### src/sv/brdp_pkg.sv
// Shared types and codes for the base relocation directory parser.
// No dependencies; used by brdp_core and base_relocation_directory_parser_top.
package brdp_pkg;

    localparam int BYTE_W   = 8;
    localparam int ADDR_W   = 32;
    localparam int KIND_W   = 2;
    localparam int ERR_W    = 3;
    localparam int TYPE_W   = 4;
    localparam int OFFSET_W = 12;
    localparam int CFG_IDX_W = 2;

    typedef logic [KIND_W-1:0]    t_kind;
    typedef logic [ERR_W-1:0]     t_err;
    typedef logic [TYPE_W-1:0]    t_type;
    typedef logic [CFG_IDX_W-1:0] t_cfg_idx;

    localparam t_kind KIND_TARGET = 2'd0;
    localparam t_kind KIND_ERROR  = 2'd1;
    localparam t_kind KIND_END    = 2'd2;

    localparam t_err ERR_DIR_OUTSIDE = 3'd0;
    localparam t_err ERR_MALFORMED   = 3'd1;
    localparam t_err ERR_MISALIGNED  = 3'd2;
    localparam t_err ERR_BAD_TYPE    = 3'd3;
    localparam t_err ERR_OVERFLOW    = 3'd4;
    localparam t_err ERR_TGT_OUTSIDE = 3'd5;
    localparam t_err ERR_NONE        = 3'd0;

    localparam t_type TYPE_ABSOLUTE = 4'd0;
    localparam t_type TYPE_HIGHLOW  = 4'd3;
    localparam t_type TYPE_DIR64    = 4'd10;

    localparam t_cfg_idx CFG_DIR_START  = 2'd0;
    localparam t_cfg_idx CFG_DIR_LENGTH = 2'd1;
    localparam t_cfg_idx CFG_IMG_LENGTH = 2'd2;
    localparam t_cfg_idx CFG_WIDE_PTRS  = 2'd3;

    typedef struct packed {
        logic [ADDR_W-1:0] dir_start;
        logic [ADDR_W-1:0] dir_length;
        logic [ADDR_W-1:0] img_length;
        logic              wide_ptrs;
    } t_cfg;

    typedef struct packed {
        logic              valid;
        t_kind             kind;
        logic [ADDR_W-1:0] target;
        t_err              code;
        logic              final_res;
    } t_result;

endpackage

### src/sv/base_relocation_directory_parser_top.sv
// Base relocation directory parser: one directory byte per beat in, at most one result out.
// A byte is accepted every cycle while results are taken; each byte passes an input
// register, a combinational decode in brdp_core, and a result register. Only a byte
// that produces a result waits for a free result register. Configuration writes are
// registered; ready is always high.
// Depends on brdp_pkg and brdp_core.
module base_relocation_directory_parser_top (
    input  logic                     i_clk,
    input  logic                     i_rst_n,
    input  logic                     i_in_valid,
    output logic                     o_in_stall,
    input  logic [7:0]               i_data_byte,
    input  logic                     i_restart,
    output logic                     o_out_valid,
    input  logic                     i_out_stall,
    output logic [1:0]               o_kind,
    output logic [31:0]              o_target_address,
    output logic [2:0]               o_fault_code,
    output logic                     o_final_res,
    input  logic                     i_cfg_valid,
    output logic                     o_cfg_ready,
    input  brdp_pkg::t_cfg_idx       i_cfg_index,
    input  logic [31:0]              i_cfg_data
);
    import brdp_pkg::*;

    t_cfg        r_cfg;
    logic        r_s1_valid;
    logic [7:0]  r_s1_byte;
    logic        r_s1_restart;
    t_result     r_out;
    t_result     res;
    logic        out_free;
    logic        s1_go;
    logic        in_acc;

    assign o_cfg_ready = 1'b1;

    always_ff @(posedge i_clk) begin
        if (!i_rst_n) begin
            r_cfg <= '{dir_start: '0, dir_length: '0, img_length: '0, wide_ptrs: 1'b1};
        end else if (i_cfg_valid) begin
            case (i_cfg_index)
                CFG_DIR_START:  r_cfg.dir_start  <= i_cfg_data;
                CFG_DIR_LENGTH: r_cfg.dir_length <= i_cfg_data;
                CFG_IMG_LENGTH: r_cfg.img_length <= i_cfg_data;
                CFG_WIDE_PTRS:  r_cfg.wide_ptrs  <= i_cfg_data[0];
                default: ;
            endcase
        end
    end

    brdp_core u_core (
        .i_clk     (i_clk),
        .i_rst_n   (i_rst_n),
        .i_step    (s1_go),
        .i_byte    (r_s1_byte),
        .i_restart (r_s1_restart),
        .i_cfg     (r_cfg),
        .o_res     (res)
    );

    assign out_free   = !r_out.valid || !i_out_stall;
    assign s1_go      = r_s1_valid && (!res.valid || out_free);
    assign o_in_stall = r_s1_valid && !s1_go;
    assign in_acc     = i_in_valid && !o_in_stall;

    always_ff @(posedge i_clk) begin
        if (!i_rst_n) begin
            r_s1_valid <= 1'b0;
        end else begin
            r_s1_valid <= in_acc || (r_s1_valid && !s1_go);
        end
    end

    always_ff @(posedge i_clk) begin
        if (in_acc) begin
            r_s1_byte    <= i_data_byte;
            r_s1_restart <= i_restart;
        end
    end

    always_ff @(posedge i_clk) begin
        if (!i_rst_n) begin
            r_out <= '0;
        end else if (s1_go && res.valid) begin
            r_out <= res;
        end else if (!i_out_stall) begin
            r_out.valid <= 1'b0;
        end
    end

    assign o_out_valid      = r_out.valid;
    assign o_kind           = r_out.kind;
    assign o_target_address = r_out.target;
    assign o_fault_code     = r_out.code;
    assign o_final_res      = r_out.final_res;

endmodule

### src/sv/brdp_core.sv
// Parser state and per-byte decode of the relocation directory.
// Depends on brdp_pkg; the result is combinational from state and the current byte.
module brdp_core (
    input  logic                    i_clk,
    input  logic                    i_rst_n,
    input  logic                    i_step,
    input  logic [7:0]              i_byte,
    input  logic                    i_restart,
    input  brdp_pkg::t_cfg          i_cfg,
    output brdp_pkg::t_result       o_res
);
    import brdp_pkg::*;

    logic [ADDR_W-1:0] r_pos,  n_pos,  c_pos;
    logic              r_inh,  n_inh,  c_inh;
    logic [55:0]       r_hdr,  n_hdr;
    logic [2:0]        r_cnt,  n_cnt,  c_cnt;
    logic [ADDR_W-1:0] r_blk,  n_blk,  c_blk;
    logic [8:0]        r_low,  n_low,  c_low;
    logic              r_stop, n_stop, c_stop;
    logic [ADDR_W-1:0] r_page, n_page, c_page;

    logic              pos0;
    logic              last;
    logic [ADDR_W:0]   dir_end;
    logic [ADDR_W-1:0] size;
    logic [ADDR_W-1:0] remaining;
    logic [ADDR_W-1:0] blk_dec;
    t_type             etype;
    t_type             expected;
    logic [OFFSET_W-1:0] offset;
    logic [ADDR_W:0]   tgt;
    logic [ADDR_W+1:0] tgt_end;
    logic [ADDR_W+1:0] width;
    t_result           res;

    assign c_pos  = i_restart ? '0   : r_pos;
    assign c_inh  = i_restart ? 1'b1 : r_inh;
    assign c_cnt  = i_restart ? '0   : r_cnt;
    assign c_blk  = i_restart ? '0   : r_blk;
    assign c_low  = i_restart ? '0   : r_low;
    assign c_stop = i_restart ? 1'b0 : r_stop;
    assign c_page = i_restart ? '0   : r_page;

    assign pos0      = (c_pos == '0);
    assign last      = (({1'b0, c_pos} + 33'd1) == {1'b0, i_cfg.dir_length});
    assign dir_end   = {1'b0, i_cfg.dir_start} + {1'b0, i_cfg.dir_length};
    assign size      = {i_byte, r_hdr[55:32]};
    assign remaining = i_cfg.dir_length - (c_pos - 32'd7);
    assign blk_dec   = (c_blk != '0) ? c_blk - 32'd1 : '0;
    assign etype     = i_byte[7:4];
    assign expected  = i_cfg.wide_ptrs ? TYPE_DIR64 : TYPE_HIGHLOW;
    assign offset    = {i_byte[3:0], c_low[7:0]};
    assign width     = i_cfg.wide_ptrs ? 34'd8 : 34'd4;
    assign tgt       = {1'b0, c_page} + {{(ADDR_W+1-OFFSET_W){1'b0}}, offset};
    assign tgt_end   = {1'b0, tgt} + width;

    always_comb begin
        n_pos  = c_pos;
        n_inh  = c_inh;
        n_hdr  = r_hdr;
        n_cnt  = c_cnt;
        n_blk  = c_blk;
        n_low  = c_low;
        n_stop = c_stop;
        n_page = c_page;
        res    = '0;
        if (!c_stop) begin
            if (pos0 && (i_cfg.dir_start == '0 || i_cfg.dir_length == '0)) begin
                res = '{1'b1, KIND_END, '0, ERR_NONE, 1'b1};
            end else if (pos0 && (dir_end > {1'b0, i_cfg.img_length})) begin
                res = '{1'b1, KIND_ERROR, '0, ERR_DIR_OUTSIDE, 1'b1};
            end else if (!pos0 && (c_pos >= i_cfg.dir_length)) begin
                res = '{1'b1, KIND_END, '0, ERR_NONE, 1'b1};
            end else begin
                n_pos = c_pos + 32'd1;
                if (c_inh) begin
                    if (c_cnt != 3'd7) begin
                        n_hdr[{c_cnt, 3'b000} +: 8] = i_byte;
                        n_cnt = c_cnt + 3'd1;
                        if (last) begin
                            res = '{1'b1, KIND_ERROR, '0, ERR_MALFORMED, 1'b1};
                        end
                    end else begin
                        n_cnt  = '0;
                        n_page = r_hdr[31:0];
                        if (size < 32'd8 || size > remaining) begin
                            res = '{1'b1, KIND_ERROR, '0, ERR_MALFORMED, 1'b1};
                        end else if (size[0]) begin
                            res = '{1'b1, KIND_ERROR, '0, ERR_MISALIGNED, 1'b1};
                        end else begin
                            n_blk = size - 32'd8;
                            n_low = '0;
                            if (size != 32'd8) begin
                                n_inh = 1'b0;
                            end
                            if (last) begin
                                res = '{1'b1, KIND_END, '0, ERR_NONE, 1'b1};
                            end
                        end
                    end
                end else begin
                    n_blk = blk_dec;
                    if (blk_dec == '0) begin
                        n_inh = 1'b1;
                        n_cnt = '0;
                    end
                    if (!c_low[8]) begin
                        n_low = {1'b1, i_byte};
                        if (last) begin
                            res = '{1'b1, KIND_END, '0, ERR_NONE, 1'b1};
                        end
                    end else begin
                        n_low = '0;
                        if (etype == TYPE_ABSOLUTE) begin
                            if (last) begin
                                res = '{1'b1, KIND_END, '0, ERR_NONE, 1'b1};
                            end
                        end else if (etype != expected) begin
                            res = '{1'b1, KIND_ERROR, '0, ERR_BAD_TYPE, 1'b1};
                        end else if (tgt[ADDR_W]) begin
                            res = '{1'b1, KIND_ERROR, '0, ERR_OVERFLOW, 1'b1};
                        end else if (tgt_end > {2'b00, i_cfg.img_length}) begin
                            res = '{1'b1, KIND_ERROR, '0, ERR_TGT_OUTSIDE, 1'b1};
                        end else begin
                            res = '{1'b1, KIND_TARGET, tgt[ADDR_W-1:0], ERR_NONE, last};
                        end
                    end
                end
            end
            if (res.valid && res.final_res) begin
                n_stop = 1'b1;
            end
        end
    end

    assign o_res = res;

    always_ff @(posedge i_clk) begin
        if (!i_rst_n) begin
            r_pos  <= '0;
            r_inh  <= 1'b1;
            r_cnt  <= '0;
            r_blk  <= '0;
            r_low  <= '0;
            r_stop <= 1'b0;
            r_page <= '0;
            r_hdr  <= '0;
        end else if (i_step) begin
            r_pos  <= n_pos;
            r_inh  <= n_inh;
            r_cnt  <= n_cnt;
            r_blk  <= n_blk;
            r_low  <= n_low;
            r_stop <= n_stop;
            r_page <= n_page;
            r_hdr  <= n_hdr;
        end
    end

endmodule
### config.mk
export PLATFORM = sky130hd
export DESIGN_NAME = base_relocation_directory_parser_top
export DESIGN_NICKNAME = d
export VERILOG_FILES = /design/src/sv/brdp_pkg.sv /design/src/sv/base_relocation_directory_parser_top.sv /design/src/sv/brdp_core.sv
export SDC_FILE = /design/constraint.sdc
export NUM_CORES = 1
export LEC_CHECK = 0
export BUFFER_PORTS_ARGS = -buffer_cell sky130_fd_sc_hd__buf_2
export CORE_MARGIN = 4
export CORE_UTILIZATION = 40
export CTS_BUF_LIST = sky130_fd_sc_hd__clkbuf_4
export DETAILED_ROUTE_END_ITERATION = 16
export PLACE_DENSITY_LB_ADDON = 0.2
export RECOVER_POWER = 25
export SLEW_MARGIN = 20
export SYNTH_ARGS = -nofsm -noshare
export SYNTH_HDL_FRONTEND = slang
export SYNTH_SLANG_ARGS = --single-unit
### constraint.sdc
create_clock -name i_clk -period 14.4 [get_ports i_clk]
set_input_delay 1.44 -clock i_clk [delete_from_list [all_inputs] [get_ports i_clk]]
set_output_delay 1.44 -clock i_clk [all_outputs]
set_load 0.02 [all_outputs]
==> flow_summary.json, run 1 <==
{
  "track_usage_pct": 27.3,
  "crit_path_max_incr_delay_ns": 0.72,
  "timing.critical_path.fanout_max": 53,
  "cts.sink_count": 312,
  "syn_area_per_cell_um2": 7.81,
  "power.total_w": 0.00235,
  "core-area_um2": 59400,
  "setup_total_negative_slack_ns": 0,
  "vias_in_the_first_global_route": 22978,
  "timing.final.setup_violations": 0,
  "slowest_cell_on_crit_path": "a2111oi_0",
  "synth_compound_gate_area_share_pct": 22.0,
  "max_slew_margin_pct": -220,
  "nFillCells": 6009,
  "finalMaxSlewViolations": 224,
  "cp-end-kind": "output port",
  "grt_overflow_total": 0,
  "number_of_enable_flip_flop_cells_after_synthesis": 9,
  "floorplan.initialDensity_pct": 40.7,
  "synthesized_net_count": 3384,
  "fmax_mhz": 98.1,
  "failing_checks": "capacitance limit, slew limit",
  "numCtsBuffers": 92,
  "cts.repair.resized": 0,
  "min_path_type": "reg2reg",
  "worst_pin_slew_ns": 4.80,
  "async_reset_ff_share_pct": 0,
  "leakagePower_nw": 10.8,
  "min_period_ns": 10.19,
  "power.density_nw_per_um2": 90.0,
  "first_pass_grt_wire_length_um": 137000,
  "main_combinational_cell_family_by_area_after_synthesis": "simple AND/OR/NAND/NOR gates",
  "yosys_warnings": 0,
  "firstDrtPassIters": 6,
  "pin_count_of_the_biggest_net_entering_global_routing": 106,
  "max-cap-violations": 4,
  "critical_path.top_delay_family": "compound AO/OA/AOI/OAI gates",
  "nNetsFinal": 3433,
  "post-cts-setup-buffers": 0,
  "mostFrequentLayoutCells": "nand2_1 (442), dfxtp_1 (303), a21oi_1 (243)",
  "grt_setup_unrepaired": "false",
  "clock_latency_late_sink_ns": 0.93,
  "yosys_most_used_dff": "dfxtp_1",
  "io_pins": 89,
  "post_synth_mux_area_share_pct": 2.74,
  "status": "finished, violations left",
  "syn_inst": 3093,
  "remaining_antenna_violation_count_after_routing": 0,
  "timing.critical_path.from_type": "flop",
  "cts_hold_buffers": 0,
  "timing.critical_path.mode_cell": "ha_1",
  "die_w_um": 254,
  "yosys.area_share.adder_pct": 12.8,
  "final_min_period_over_clock_period_pct": 70.8,
  "synth_cell_types": 96,
  "post_synth_xor_area_fraction_pct": 7.07,
  "yosysSeqAreaShare_pct": 26.2,
  "worstSetupPathType": "reg2out",
  "placement_rows": 89,
  "ys_seq_elements": 312,
  "detailed_place_hpwl_um": 67500,
  "cp_data_required_time_ns": 12.96,
  "first_iter_violations": 2349,
  "count_of_port_buffers_added_during_placement": 87,
  "clk_root_buffer_cell": "clkbuf_4",
  "detailroute.via_count": 24103,
  "hold_viol": 0,
  "layout_cells_sized_above_1_pct": 9.12,
  "drcViolationCount": 0,
  "die_h_um": 254,
  "via_per_inst": 6.06,
  "worst_setup_hold_path_clk_slew_ns": 0.07,
  "critical_path.n_buffers_inverters": 4,
  "htreeDepth": 3,
  "synth.cell_area_um2": 24100,
  "cts_tree": "done",
  "finClkSkew_ns": 0.0686,
  "detail_route.wirelength_um": 90200,
  "cts-root-to-sink-buffers": 3,
  "antenna_found_initial": 6,
  "mostFrequentLayoutCell": "nand2_1",
  "areaGrowthSynthToFinish_pct": 8.21,
  "avgRoutedWirePerCell_um": 22.7,
  "place_congestion": 0.973,
  "synth-simple-area-share_pct": 23.5,
  "worst_vdd_ir_uv": 53.3,
  "die_area_um2": 64400,
  "cp_data_arrival_time_ns": 8.75
}
==> final cells by class <==
type | count | area [um^2] | share of cell area, %
antenna | 2 | 5.00 | 0.0192
inverter | 175 | 658 | 2.52
tap | 773 | 967 | 3.70
sequential | 312 | 6340 | 24.3
clock inverter | 32 | 144 | 0.551
clock buffer | 121 | 908 | 3.48
timing repair buffer | 116 | 641 | 2.45
multi-input combinational | 2445 | 16500 | 63.0
==> sequential cells by signal, indices dropped and copies added (netlist names), 2 cells and up <==
signal and cells:
r_cfg 97, u_core.r_hdr 56, o_target_address 32, u_core.r_blk 32, u_core.r_page 32, u_core.r_pos 32, u_core.r_low 9, r_s1_byte 8
o_fault_code 3, u_core.r_cnt 3, o_kind 2
==> worst min-delay path, delay by kind of cell, from the launching register on <==
| kind | cells | cell delay [ns] |
|---|---|---|
| AOI/OAI and AO/OA | 1 | 0.05 |
| DFF | 1 | 0.31 |
| and+or+nand+nor | 1 | 0.05 |
==> stage by stage <==
step	instance area [um^2]	hold slack [ns]	util [%]	setup WS, ns	std cells
after global routing	26100	0.472	44.0	3.48	3976
after CTS	26100	0.455	44.0	4.14	3974
after detailed placement	25100	0.447	42.3	5.13	3821
after global placement	25100	0.443	42.3	5.34	3821
final	26100	0.454	44.0	4.21	3976
after floorplan	24100	0.434	-	4.77	3093
==> path summary, 6_finish.rpt <==
kind / from / endpoint / slack [ns] / depth (start not counted)
setup reg to reg: r_s1_restart / u_core.r_blk[2] / 5.31 / 27
setup / recovery: r_s1_restart / o_in_stall / 4.21 / 25
hold / removal: r_cfg[30] / r_cfg[30] / 0.45 / 2
hold reg to reg: r_cfg[30] / r_cfg[30] / 0.45 / 2
==> cells by family after synthesis <==
| group | Yosys count |
|---|---|
| AOI/OAI and AO/OA | 796 |
| DFF | 312 |
| buffers and inverters | 336 |
| muxes | 66 |
| xor gates and xnor gates | 195 |
| other | 1 |
| and+or+nand+nor | 1143 |
| adders and majority gates | 244 |
==> report_power, final <==
group / total (W) / switching, W / internal, W
sequential: 0.000925 / 0.0000363 / 0.000889
combinational: 0.000608 / 0.000408 / 0.000200
clock: 0.000819 / 0.000430 / 0.000389
==> metal layers <==
metal  global-route usage, %  wire length [um]
met1                    37.2             40100
met2                    42.3             39300
met3                    5.11              6830
met4                    11.9              4000
met5                       0                27
==> cells in the mapped netlist, drive strengths merged, types with 20 or more instances <==
cell | n | area, um^2
mux2i | 65 | 651
nor2 | 179 | 672
a22o | 69 | 604
nand4 | 75 | 488
nor4 | 59 | 397
nor2b | 46 | 288
nand2b | 25 | 156
nor3 | 74 | 370
and3 | 30 | 193
a21oi | 244 | 1220
xnor2 | 130 | 1140
clkbuf | 108 | 407
nand2 | 442 | 1660
o21ai | 119 | 596
ha | 239 | 2990
inv | 173 | 649
a211oi | 24 | 193
xor2 | 65 | 569
dfxtp | 303 | 6070
or3 | 24 | 150
a21o | 42 | 315
nand3 | 79 | 400
o22ai | 30 | 188
o21a | 40 | 300
buf | 53 | 313
a31oi | 39 | 250
o211ai | 30 | 225
and2 | 20 | 125
(Power assumes the default switching activity.)
==> run 2, diff against run 1 <==
- ABC_AREA: not set -> 1
- clock period: 14.4 -> 8.6 ns (I/O delays scaled with it)
==> run 2 against run 1 <==
Compared with the run above:
- the flow still finishes with violations (capacitance limit, slew limit)
- non-clock buffer count increased by 3
- final area increased by 7.8%
- hold slack got worse by 0.30 ns
- total power increased by 91%
- sequential share of layout area decreased by 1.7 points
- largest cell class unchanged
==> flow_summary.json, run 2 <==
{
  "status": "finished, violations left",
  "failing_checks": "capacitance limit, slew limit",
  "avgRoutedWirePerCell_um": 18.5,
  "detailed_place_hpwl_um": 72400,
  "min_period_ns": 7.75,
  "cp_data_arrival_time_ns": 6.89,
  "setup_total_negative_slack_ns": 0,
  "reg2reg_from": "r_s1_restart",
  "max_slew_margin_pct": -45.5,
  "min_path_type": "in2reg",
  "reg2reg_slack_ns": 1.29,
  "worst_pin_slew_ns": 2.18,
  "grt_setup_unrepaired": "false",
  "timing.critical_path.from_type": "flop",
  "synth_area_leader_cell": "dfxtp_1",
  "antenna_found_initial": 5,
  "synth.cell_area_um2": 25900,
  "power.clock.fraction_pct": 34.4,
  "slowest_cell_on_crit_path": "edfxtp_1",
  "power_switching_share_pct": 38.6,
  "synth.most_common_cell": "nand2_1",
  "nNetsFinal": 4488,
  "clock_latency_late_sink_ns": 0.90,
  "first_iter_violations": 2652,
  "yosys.area.top_type_share_pct": 23.5,
  "numCtsBuffers": 92,
  "reg_top3": "r_cfg x97, u_core.r_hdr x56",
  "crit_path_max_incr_delay_ns": 0.39,
  "cts-root-to-sink-buffers": 3,
  "fin_ws_ns": 0.850,
  "areaGrowthSynthToFinish_pct": 8.86,
  "cp_data_required_time_ns": 7.74,
  "timing.final.setup_violations": 0,
  "die_w_um": 262,
  "pin_count_of_the_biggest_net_entering_global_routing": 96,
  "vias_in_the_first_global_route": 25380,
  "leakagePower_nw": 13.7,
  "max-cap-violations": 4,
  "hold_slack_ns": 0.158,
  "clk_root_buffer_cell": "clkbuf_4",
  "firstDrtPassIters": 6,
  "floorplan.initialDensity_pct": 40.7,
  "mostFrequentLayoutCells": "nand2_1 (921), nor2_1 (540), inv_1 (483)",
  "final_area_um2": 28200,
  "remaining_antenna_violation_count_after_routing": 0,
  "p_seq_share_pct": 35.3,
  "syn_area_per_cell_um2": 6.26,
  "via_per_inst": 5.35,
  "io_pins": 89,
  "yosys_warnings": 0,
  "drcViolationCount": 0,
  "cts.sink_count": 312,
  "layout_cells_sized_above_1_pct": 7.47,
  "worstSetupPathType": "reg2out",
  "synthesized_net_count": 4425,
  "timing.hold.worst_path_depth": 1,
  "switching_power_of_the_nets_w": 0.00174,
  "nFillCells": 7035,
  "hold_path_startpoint": "i_data_byte[7]",
  "finalMaxSlewViolations": 191,
  "synth.area.top_cells": "dfxtp_1 (23%), nand2_1 (13%), ha_1 (12%)",
  "async_reset_ff_share_pct": 0,
  "worst_setup_hold_path_clk_slew_ns": 0.07,
  "combinational_share_of_power_pct": 30.3,
  "grt_overflow_total": 0,
  "syn_inst": 4134,
  "max_reg_flops": 97,
  "first_pass_grt_wire_length_um": 146000,
  "timing.critical_path.mode_cell": "nand2_1",
  "track_usage_pct": 26.6,
  "timing.critical_path.fanout_max": 18,
  "biggest_register": "r_cfg",
  "mostFrequentLayoutCell": "nand2_1",
  "post_synth_most_frequent_cells": "nand2_1 (921), nor2_1 (541), inv_1 (484)",
  "power.total_w": 0.00450,
  "yosys_most_used_dff": "dfxtp_1",
  "finClkSkew_ns": 0.0816,
  "hold_end": "r_s1_byte[7]",
  "power.density_nw_per_um2": 160,
  "ys_seq_elements": 312,
  "placement.cell_area_um2": 26900,
  "htreeDepth": 3,
  "placement_rows": 92,
  "die_h_um": 262,
  "number_of_enable_flip_flop_cells_after_synthesis": 9,
  "post_place_setup_slack_ns": 0.819,
  "synth_cell_types": 62,
  "detail_route.wirelength_um": 94900,
  "core-area_um2": 63500,
  "detailroute.via_count": 27411,
  "hold_viol": 0,
  "worst_vdd_ir_uv": 89.2,
  "yosysSeqAreaShare_pct": 24.5,
  "cp-end-kind": "output port",
  "critical_path.reg2reg.endpoint": "u_core.r_pos[24]",
  "count_of_port_buffers_added_during_placement": 87,
  "die_area_um2": 68800,
  "cell_internal_pwr_w": 0.00277,
  "fmax_mhz": 129,
  "reg2regPathDepth": 39,
  "place_congestion": 0.941,
  "final_min_period_over_clock_period_pct": 90.1,
  "cts_tree": "done"
}
-- run 2: per-stage QoR --
step / utilization, % / instances
after floorplan: - / 4134
after global routing: 44.3 / 5121
after CTS: 44.3 / 5116
final: 44.3 / 5121
after detailed placement: 42.4 / 4949
after global placement: 42.4 / 4949
-- run 2: final cells by class --
type	count	area, um^2	share of cell area, %
clock buffer	135	1010	3.60
timing repair buffer	119	676	2.40
tap	846	1060	3.76
multi-input combinational	3170	17000	60.2
inverter	502	1890	6.70
antenna	5	12.5	0.0444
sequential	312	6340	22.5
clock inverter	32	218	0.773
-- run 2: kinds of logic after synthesis --
group                    Yosys count  share of synthesized area, %
XOR/XNOR                         128                          4.33
flip-flops                       312                          24.5
adder cells (fa/ha/maj)          243                          11.9
other                              1                        0.0145
AND/OR/NAND/NOR                 1940                          31.9
AO/OA/AOI/OAI                    858                          17.4
buffers and inverters            652                          9.99
-- run 2: power by group through the flow --
stage,sequential (W),clock (W),combinational (W)
after global routing,0.00160,0.00166,0.00153
after CTS,0.00159,0.00159,0.00134
after detailed placement,0.00162,0,0.00134
after floorplan,0.00161,0,0.000942
after global placement,0.00162,0,0.00133
final,0.00159,0.00155,0.00136
-- run 2: repair_timing --
action                                  in CTS  in global routing
hold buffers                                 0                  0
resized for setup                            0                  5
hold endpoints to repair                     0                  0
setup buffers                                0                  0
endpoints found under the setup margin       0                 63
-- run 2: worst max-delay path by stage --
stage / startpoint / endpoint / slack, ns
2_1_floorplan: r_s1_restart / o_in_stall / 1.71
3_3_place_gp: r_s1_restart / u_core.r_low[8] / 1.14
3_5_place_dp: r_s1_restart / u_core.r_pos[3] / 0.82
4_1_cts: r_s1_restart / o_in_stall / 0.28
5_1_grt: r_s1_restart / o_in_stall / 0.04
6_report: r_s1_restart / o_in_stall / 0.85
-- run 2: layer usage --
| metal | part of all wire [%] | wire, um | vias up | track usage [%] |
|---|---|---|---|---|
| met1 | 45 | 42300 | 12498 | 36.0 |
| met3 | 8.3 | 7900 | 153 | 5.65 |
| met5 | 0 | 0 | - | 0 |
| li1 | - | - | 13807 | - |
| met2 | 44 | 42000 | 953 | 42.6 |
| met4 | 2.8 | 2680 | 0 | 7.76 |
-- run 2: critical path, delay by kind of cell, from the launching register on --
family	cells	cell delay, ns
AO/OA/AOI/OAI	9	1.78
XOR/XNOR	1	0.16
adder cells (fa/ha/maj)	4	1.17
buffers and inverters	7	0.79
flip-flops	1	0.39
AND/OR/NAND/NOR	14	1.72
